[src/sv/assert_macros.svh]
// Assertion helpers shared by the RTL, clocked on clk_i with reset held off.
`ifndef ASSERT_MACROS_SVH
`define ASSERT_MACROS_SVH

// Concurrent property check, disabled while rst_ni is low.
`define ASSERT_CLK(label, prop, msg) \
  label: assert property (@(posedge clk_i) disable iff (!rst_ni) (prop)) else $error(msg);

// Condition that must never be seen at a clock edge outside reset.
`define ASSERT_NEVER(label, cond, msg) \
  label: assert property (@(posedge clk_i) disable iff (!rst_ni) !(cond)) else $error(msg);

`endif

[src/sv/fcsg_pkg.sv]
package fcsg_pkg;

  // Grid geometry and request limits
  localparam int CELL_PIXELS  = 20;
  localparam int GRID_CELLS   = 64;
  localparam int MAX_DIAMETER = 127;

  // Field and datapath widths
  localparam int ROW_W    = 6;
  localparam int COL_W    = 6;
  localparam int DIA_W    = 7;
  localparam int CODE_W   = 3;
  localparam int COORD_W  = 12;
  localparam int OFFX_W   = 8;
  localparam int OFFY_W   = 7;
  localparam int ERR_W    = 16;
  localparam int CHAN_W   = 8;
  localparam int RGB_W    = 3 * CHAN_W;

  // Colour codes
  localparam logic [CODE_W-1:0] COLOR_WHITE   = 3'd0;
  localparam logic [CODE_W-1:0] COLOR_RED     = 3'd1;
  localparam logic [CODE_W-1:0] COLOR_GREEN   = 3'd2;
  localparam logic [CODE_W-1:0] COLOR_YELLOW  = 3'd3;
  localparam logic [CODE_W-1:0] COLOR_BLUE    = 3'd4;
  localparam logic [CODE_W-1:0] COLOR_MAGENTA = 3'd5;
  localparam logic [CODE_W-1:0] COLOR_CYAN    = 3'd6;

  localparam logic [RGB_W-1:0] RGB_WHITE   = 24'hFFFFFF;
  localparam logic [RGB_W-1:0] RGB_RED     = 24'hFF0000;
  localparam logic [RGB_W-1:0] RGB_GREEN   = 24'h00FF00;
  localparam logic [RGB_W-1:0] RGB_YELLOW  = 24'hFFFF00;
  localparam logic [RGB_W-1:0] RGB_BLUE    = 24'h0000FF;
  localparam logic [RGB_W-1:0] RGB_MAGENTA = 24'hFF00FF;
  localparam logic [RGB_W-1:0] RGB_CYAN    = 24'h00FFFF;

  // Colour code to RGB, unknown codes draw white
  function automatic logic [RGB_W-1:0] pick_colour(input logic [CODE_W-1:0] code);
    logic [RGB_W-1:0] rgb;
    unique case (code)
      COLOR_RED:     rgb = RGB_RED;
      COLOR_GREEN:   rgb = RGB_GREEN;
      COLOR_YELLOW:  rgb = RGB_YELLOW;
      COLOR_BLUE:    rgb = RGB_BLUE;
      COLOR_MAGENTA: rgb = RGB_MAGENTA;
      COLOR_CYAN:    rgb = RGB_CYAN;
      default:       rgb = RGB_WHITE;
    endcase
    return rgb;
  endfunction

  // Pixel centre of a grid cell, cell saturated to the grid
  function automatic logic [COORD_W-1:0] cell_centre(input logic [ROW_W-1:0] cell_idx);
    logic [ROW_W-1:0] cell_sat;
    cell_sat = ((ROW_W+1)'(cell_idx) >= (ROW_W+1)'(GRID_CELLS)) ?
               ROW_W'(GRID_CELLS - 1) : cell_idx;
    return COORD_W'(int'(cell_sat) * CELL_PIXELS + CELL_PIXELS / 2);
  endfunction

  // Radius from diameter, diameter saturated to the limit
  function automatic logic [OFFX_W-1:0] radius_of(input logic [DIA_W-1:0] dia);
    logic [DIA_W-1:0] dia_sat;
    dia_sat = ((DIA_W+1)'(dia) > (DIA_W+1)'(MAX_DIAMETER)) ?
              DIA_W'(MAX_DIAMETER) : dia;
    return OFFX_W'(dia_sat >> 1);
  endfunction

endpackage

[src/sv/filled_circle_span_generator_top.sv]
// Filled circle span generator. Each accepted item (grid cell, diameter, colour
// code) starts a midpoint circle walk; every step of the walk yields one result
// item holding two mirrored pairs of horizontal spans (rows cy+-y over cx-x..cx+x
// and rows cy+-x over cx-y..cx+y), the draw colour and a last flag on the final
// step. A single 16-bit adder carries the error-term update and the step test,
// so each result passes the span, compare and x-step states of a small sequencer,
// plus stalls while the output register is still held. A circle of radius r
// gives about 0.71*r+1 results (46 at the largest radius of 63). The block
// accepts no new item until the last result of the current circle is loaded into
// the output register; that result may still wait there while the next item enters.
`include "assert_macros.svh"

module filled_circle_span_generator_top (
  input  logic                              clk_i,
  input  logic                              rst_ni,
  // request channel
  input  logic                              in_valid_i,
  output logic                              in_ready_o,
  input  logic [fcsg_pkg::ROW_W-1:0]        grid_row_i,
  input  logic [fcsg_pkg::COL_W-1:0]        grid_col_i,
  input  logic [fcsg_pkg::DIA_W-1:0]        diameter_i,
  input  logic [fcsg_pkg::CODE_W-1:0]       color_code_i,
  // span channel
  output logic                              out_valid_o,
  input  logic                              out_ready_i,
  output logic signed [fcsg_pkg::COORD_W-1:0] row_a_below_o,
  output logic signed [fcsg_pkg::COORD_W-1:0] row_a_above_o,
  output logic signed [fcsg_pkg::COORD_W-1:0] left_a_o,
  output logic signed [fcsg_pkg::COORD_W-1:0] right_a_o,
  output logic signed [fcsg_pkg::COORD_W-1:0] row_b_below_o,
  output logic signed [fcsg_pkg::COORD_W-1:0] row_b_above_o,
  output logic signed [fcsg_pkg::COORD_W-1:0] left_b_o,
  output logic signed [fcsg_pkg::COORD_W-1:0] right_b_o,
  output logic [fcsg_pkg::CHAN_W-1:0]       red_o,
  output logic [fcsg_pkg::CHAN_W-1:0]       green_o,
  output logic [fcsg_pkg::CHAN_W-1:0]       blue_o,
  output logic                              last_o
);

  localparam int COORD_W = fcsg_pkg::COORD_W;
  localparam int OFFX_W  = fcsg_pkg::OFFX_W;
  localparam int OFFY_W  = fcsg_pkg::OFFY_W;
  localparam int ERR_W   = fcsg_pkg::ERR_W;
  localparam int CHAN_W  = fcsg_pkg::CHAN_W;
  localparam int RGB_W   = fcsg_pkg::RGB_W;

  // Sequencer states
  localparam logic [1:0] S_IDLE  = 2'd0;
  localparam logic [1:0] S_SPAN  = 2'd1;
  localparam logic [1:0] S_CMP   = 2'd2;
  localparam logic [1:0] S_STEPX = 2'd3;

  logic [1:0]                state_q, state_d;
  logic [COORD_W-1:0]        cx_q, cx_d, cy_q, cy_d;
  logic [RGB_W-1:0]          rgb_q, rgb_d;
  logic signed [OFFX_W-1:0]  x_q, x_d;
  logic [OFFY_W-1:0]         y_q, y_d;
  logic signed [ERR_W-1:0]   err_q, err_d;
  logic                      dec_q, dec_d;

  logic                      out_valid_q, out_valid_d;
  logic                      last_q, last_d;
  logic [COORD_W-1:0]        ra_bel_q, ra_bel_d, ra_abv_q, ra_abv_d;
  logic [COORD_W-1:0]        la_q, la_d, rta_q, rta_d;
  logic [COORD_W-1:0]        rb_bel_q, rb_bel_d, rb_abv_q, rb_abv_d;
  logic [COORD_W-1:0]        lb_q, lb_d, rtb_q, rtb_d;
  logic [RGB_W-1:0]          out_rgb_q, out_rgb_d;

  logic                      in_fire;
  logic                      out_free;
  logic [OFFY_W-1:0]         y_inc;
  logic signed [ERR_W-1:0]   x_ext;
  logic signed [ERR_W-1:0]   add_b;
  logic signed [ERR_W-1:0]   add_sum;
  logic signed [OFFX_W-1:0]  x_next;
  logic [COORD_W-1:0]        x12, y12;

  assign in_ready_o = (state_q == S_IDLE);
  assign in_fire    = in_valid_i && in_ready_o;
  assign out_free   = !out_valid_q || out_ready_i;

  assign y_inc  = y_q + OFFY_W'(1);
  assign x_ext  = {{(ERR_W-OFFX_W){x_q[OFFX_W-1]}}, x_q};
  assign x12    = {{(COORD_W-OFFX_W){x_q[OFFX_W-1]}}, x_q};
  assign y12    = {{(COORD_W-OFFY_W){1'b0}}, y_q};
  assign x_next = dec_q ? (x_q - OFFX_W'(1)) : x_q;

  // Shared adder: error update on y step, step test, error update on x step
  always_comb begin
    unique case (state_q)
      S_SPAN:  add_b = ERR_W'({y_inc, 1'b1});
      S_CMP:   add_b = -x_ext;
      S_STEPX: add_b = ERR_W'(3) - (x_ext <<< 1);
      default: add_b = '0;
    endcase
  end
  assign add_sum = err_q + add_b;

  // Sequencer and walk state
  always_comb begin
    state_d     = state_q;
    cx_d        = cx_q;
    cy_d        = cy_q;
    rgb_d       = rgb_q;
    x_d         = x_q;
    y_d         = y_q;
    err_d       = err_q;
    dec_d       = dec_q;
    last_d      = last_q;
    ra_bel_d    = ra_bel_q;
    ra_abv_d    = ra_abv_q;
    la_d        = la_q;
    rta_d       = rta_q;
    rb_bel_d    = rb_bel_q;
    rb_abv_d    = rb_abv_q;
    lb_d        = lb_q;
    rtb_d       = rtb_q;
    out_rgb_d   = out_rgb_q;
    out_valid_d = out_valid_q && !out_ready_i;

    unique case (state_q)
      S_IDLE: begin
        if (in_fire) begin
          cx_d    = fcsg_pkg::cell_centre(grid_col_i);
          cy_d    = fcsg_pkg::cell_centre(grid_row_i);
          rgb_d   = fcsg_pkg::pick_colour(color_code_i);
          x_d     = fcsg_pkg::radius_of(diameter_i);
          y_d     = '0;
          err_d   = '0;
          state_d = S_SPAN;
        end
      end
      S_SPAN: begin
        // load spans for the current offsets, then advance y
        if (out_free) begin
          ra_bel_d  = cy_q + y12;
          ra_abv_d  = cy_q - y12;
          la_d      = cx_q - x12;
          rta_d     = cx_q + x12;
          rb_bel_d  = cy_q + x12;
          rb_abv_d  = cy_q - x12;
          lb_d      = cx_q - y12;
          rtb_d     = cx_q + y12;
          out_rgb_d = rgb_q;
          y_d       = y_inc;
          err_d     = add_sum;
          state_d   = S_CMP;
        end
      end
      S_CMP: begin
        // step x when err >= x
        dec_d   = !add_sum[ERR_W-1];
        state_d = S_STEPX;
      end
      default: begin
        if (dec_q) begin
          x_d   = x_next;
          err_d = add_sum;
        end
        last_d      = !($signed(x_next) >= $signed({1'b0, y_q}));
        out_valid_d = 1'b1;
        state_d     = ($signed(x_next) >= $signed({1'b0, y_q})) ? S_SPAN : S_IDLE;
      end
    endcase
  end

  // Control registers
  always_ff @(posedge clk_i or negedge rst_ni) begin
    if (!rst_ni) begin
      state_q     <= S_IDLE;
      out_valid_q <= 1'b0;
      x_q         <= '0;
      y_q         <= '0;
      err_q       <= '0;
      cx_q        <= '0;
      cy_q        <= '0;
      rgb_q       <= fcsg_pkg::RGB_WHITE;
    end else begin
      state_q     <= state_d;
      out_valid_q <= out_valid_d;
      x_q         <= x_d;
      y_q         <= y_d;
      err_q       <= err_d;
      cx_q        <= cx_d;
      cy_q        <= cy_d;
      rgb_q       <= rgb_d;
    end
  end

  // Payload registers
  always_ff @(posedge clk_i) begin
    dec_q     <= dec_d;
    last_q    <= last_d;
    ra_bel_q  <= ra_bel_d;
    ra_abv_q  <= ra_abv_d;
    la_q      <= la_d;
    rta_q     <= rta_d;
    rb_bel_q  <= rb_bel_d;
    rb_abv_q  <= rb_abv_d;
    lb_q      <= lb_d;
    rtb_q     <= rtb_d;
    out_rgb_q <= out_rgb_d;
  end

  assign out_valid_o   = out_valid_q;
  assign last_o        = last_q;
  assign row_a_below_o = ra_bel_q;
  assign row_a_above_o = ra_abv_q;
  assign left_a_o      = la_q;
  assign right_a_o     = rta_q;
  assign row_b_below_o = rb_bel_q;
  assign row_b_above_o = rb_abv_q;
  assign left_b_o      = lb_q;
  assign right_b_o     = rtb_q;
  assign red_o         = out_rgb_q[RGB_W-1 -: CHAN_W];
  assign green_o       = out_rgb_q[CHAN_W +: CHAN_W];
  assign blue_o        = out_rgb_q[CHAN_W-1:0];

  // A non-final span item implies the walk is still running
  `ASSERT_NEVER(a_walk_alive, out_valid_o && !last_o && (state_q == S_IDLE), "walk ended before last item")
  // Each loaded span advances y by exactly one
  `ASSERT_CLK(a_y_step, (state_q == S_SPAN) && out_free |=> (y_q == $past(y_q) + OFFY_W'(1)), "y did not step")
  // Pair A span is never reversed
  `ASSERT_CLK(a_span_order, out_valid_o |-> ($signed(left_a_o) <= $signed(right_a_o)), "span A reversed")

endmodule
[config.mk]
export PLATFORM = sky130hd
export DESIGN_NAME = filled_circle_span_generator_top
export DESIGN_NICKNAME = d
export VERILOG_FILES = /design/src/sv/fcsg_pkg.sv /design/src/sv/filled_circle_span_generator_top.sv
export VERILOG_INCLUDE_DIRS = /design/src /design/src/sv
export SDC_FILE = /design/constraint.sdc
export NUM_CORES = 1
export LEC_CHECK = 0
export ABC_CLOCK_PERIOD_IN_PS = 6100
export BUFFER_PORTS_ARGS = -buffer_cell sky130_fd_sc_hd__buf_4
export CAP_MARGIN = 25
export CORE_UTILIZATION = 23
export CTS_CLUSTER_DIAMETER = 60
export DETAILED_ROUTE_END_ITERATION = 16
export PLACE_DENSITY = 0.38
export SLEW_MARGIN = 30
export SYNTH_ARGS = -nofsm -noshare
export SYNTH_HDL_FRONTEND = slang
export SYNTH_SLANG_ARGS = --single-unit
[constraint.sdc]
create_clock -name clk_i -period 6.1 [get_ports clk_i]
set_input_delay 0.61 -clock clk_i [delete_from_list [all_inputs] [get_ports clk_i]]
set_output_delay 0.61 -clock clk_i [all_outputs]
set_load 0.02 [all_outputs]
==> metrics.md <==
| Metric | Value |
|---|---|
| Static leakage power | 5.305 nW |
| CTS Buf Count | 17 |
| Combinational family with the most area after synthesis | compound AO/OA/AOI/OAI gates |
| GP Congestion | 0.7527 |
| Simple-Gate Fraction of Synth Area | 13.03% |
| Slowest-stage cell, CP | dfrtp_1 |
| Largest net degree at the start of global routing | 59 |
| Worst-case clock buffer depth | 2 |
| Remaining number of nets flagged by the antenna check after routing | 0 |
| Top achievable clock speed | 256.2 MHz |
| Via count of the routed design | 7891 |
| Iteration-0 DRC count of the detailed router | 400 |
| Crit path launch type | flop |
| Worst endpoint required time | 6.44 ns |
| Overall die width | 216.1 µm |
| Xor and xnor fraction of the mapped netlist area | 8.890% |
| Quantity of I/O buffers inserted on ports | 147 |
| Worst Path Buf+Inv | 1 |
| Fraction of layout instances using a drive strength above 1 | 17.34% |
| Fraction of synthesis flops using an asynchronous set or reset pin | 38.93% |
| Sequential element share of the synthesized area | 39.73% |
| Area enclosed by the die boundary | 46690 µm² |
| First-pass detailed-route iteration total | 5 |
| Number of distinct library cells after synthesis | 77 |
| Relative area change from synthesis to final layout | 20.37% |
| Post-synthesis register bit count | 149 |
| Adder-cell area share of the yosys netlist | 14.77% |
| Initial antenna violation count | 0 |
| R2R setup slack | 2.20 ns |
| Critical-path cell list | inv_1 -> ha_1 -> nand3_1 -> ha_1 -> nand2b_1 -> a31oi_1 -> ha_1 -> a2111oi_0 -> o21ai_0 -> a32oi_1 -> a31oi_1 -> xor2_1 -> a22o_1 |
| Run status | finished clean |
| GRT overflow | 0 |
| Post-CTS repair timing setup buffer count | 0 |
| Detail Placement HPWL | 23140 µm |
| Cell occurring most often along the worst timing path | ha_1 |
| Final-stage net count | 1304 |
| Cts repair resizes | 0 |
| Ranking of synthesized cells by area | edfxtp_1 (26%), dfrtp_1 (13%), ha_1 (13%) |
| Cell row count | 78 |
| Synth Cell Area | 10540 µm² |
| Worst skew pair latency | 0.44 ns |
| Minimum period implied by the final worst setup slack | 3.904 ns |
| Via-per-instance ratio | 4.456 |
| Endpoints failing setup | 0 |
| Wire length of the first global-routing pass | 46830 µm |
| Critical path launch point | x_q[2] |
| Number of H-tree branching levels | 4 |
| Initial Utilization | 23.28% |
| Post-synth top flop | edfxtp_1 |
| Cell type with the largest total area after synthesis | edfxtp_1 |
| Post-cts hold buffer count | 0 |
| Crit-path leading delay family | compound AO/OA/AOI/OAI gates |
| Startpoint of the worst register-to-register path | x_q[2] |
| Per-cell routed wire length | 17.18 µm |
| Power per Cell Area | 687.1 nW/µm² |
| Max_cap viols | 0 |
| Worst relative slew slack | 40.16% |
| Synth warnings | 0 |
| Number of remaining DRC errors | 0 |
| Portion of the clock cycle consumed by the worst path in the final layout | 64.00% |
| Sinks on Clock Net | 149 |
| Hold Violations, Final | 0 |
| Number of enable flip-flop cells after synthesis | 91 |
| Setup TNS | 0 ns |
| Setup repair after global routing missed its margin | no |
| Final Max Slew Viols | 0 |
| Final Hold Slack | 0.1623 ns |
| Count of pins on the block boundary | 149 |
| Die height | 216.1 µm |
| Fraction of synthesized area in multiplexers | 0.7834% |
| Root cell of the clock tree | clkbuf_16 |
| Total nets after synthesis | 1201 |
| Post-Route WL | 30430 µm |
| Core outline area | 45280 µm² |
| Final instance count without filler cells | 1771 |
| CP Capture Type | flop |
| Critical path class | reg -> reg |
| Via count of the first global-routing pass | 7687 |
| Kind of path behind the tightest hold check | in -> async |
| Mapped Cells | 1056 |
| Cells after DPL | 1740 |
| Maximum vdd drop | 225.6 µV |
| Clock Skews | 0.01331 ns |
| Overall track demand over capacity in global routing | 13.24% |
| Post-Syn Area per Cell | 9.982 µm² |
| Least-Margin Pin Slew | 0.8954 ns |
| CP max FO | 10 |
| Clock tree from TritonCTS | yes |
| Top-area cell type share of the netlist area | 25.92% |
| Antenna cell count | 0 |
| Post-CTS clock slew at the launch and capture registers of the worst setup and hold paths | 0.07 ns |
| Arrival time at the worst endpoint | 4.24 ns |
| Synth Area in Compound Gates | 16.72% |
| Peak per-stage delay on the critical path | 0.50 ns |
-- kinds of logic after synthesis --
kind of cell / after synthesis
adder cells (fa/ha/maj): 119
flip-flops: 149
AND/OR/NAND/NOR: 285
AO/OA/AOI/OAI: 253
buffers and inverters: 135
multiplexers: 8
XOR/XNOR: 107
-- final timing paths --
check | end | cells after the start
min in group clk_i | cx_q[3] | 2
worst max register to register | err_q[14] | 13
max in group asynchronous | cy_q[6] | 1
worst min-delay path | err_q[11] | 1
worst max-delay path | err_q[14] | 13
worst min register to register | rgb_q[22] | 2
-- per-layer routing --
| layer | track usage, % | wire [µm] | up-vias |
|---|---|---|---|
| li1 | - | - | 3960 |
| met1 | 17.43 | 14410 | 3771 |
| met2 | 21.70 | 14400 | 137 |
| met3 | 2.442 | 1054 | 23 |
| met4 | 4.460 | 560 | 0 |
| met5 | 0 | 0 | - |
-- stage by stage --
stage,setup slack (ns),cell area [µm²],utilization (%),power (mW)
after floorplan,2.326,10540,-,6.013
after global placement,2.163,12050,26.61,7.644
after detailed placement,2.163,12050,26.61,7.645
after CTS,2.146,12680,28.01,8.876
after global routing,1.878,12690,28.02,9.459
final,2.196,12690,28.02,8.719
-- layout by cell type (no fill, tap or decap), drive strengths merged, types with 27 or more instances in the layout --
cell type  netlist  routed
nor2            77      77
buf             38     153
dfrtp           55      55
inv             65      67
a21oi           50      50
nand2           83      83
xnor2           80      80
xor2            27      27
edfxtp          91      91
o21ai           62      62
ha             110     110
-- cells in the mapped netlist, types with 10 or more instances --
cell type,n
nor2b_1,14
nand2_1,83
or3_1,10
buf_4,31
a211oi_1,11
inv_1,64
nor3_1,24
ha_1,110
a21oi_1,49
nor2_1,76
o21ai_0,59
dfrtp_1,55
edfxtp_1,91
o21a_1,15
a31oi_1,11
nand3_1,19
nand2b_1,22
o31ai_1,14
a21o_1,12
xnor2_1,80
xor2_1,27
clkbuf_1,30
-- power by group --
group | internal, mW | switching, mW
clock | 0.724 | 0.463
combinational | 2.13 | 3.13
sequential | 1.84 | 0.436
total | 4.69 | 4.03
-- sequential cells by signal, indices dropped and copies added (netlist names) --
signal         cells
row_a_below_o     12
right_a_o         11
row_a_above_o     11
row_b_above_o     10
x_q                8
right_b_o         10
cy_q              10
err_q             16
out_rgb_q          3
out_valid_o        1
left_a_o          12
rgb_q              3
left_b_o          10
y_q                7
state_q            2
last_o             1
dec_q              1
cx_q              11
row_b_below_o     10
-- layout make-up --
type                            instances  area, µm²
Multi-Input combinational cell        772       5715
Clock inverter                         13      205.2
Inverter                               66      247.7
Clock buffer                           18      429.2
Fill cell                            4802      32600
Timing Repair Buffer                  153       1152
Sequential cell                       149       4188
Tap cell                              600      750.7
Note: power is estimated with default switching activity, not from simulation.
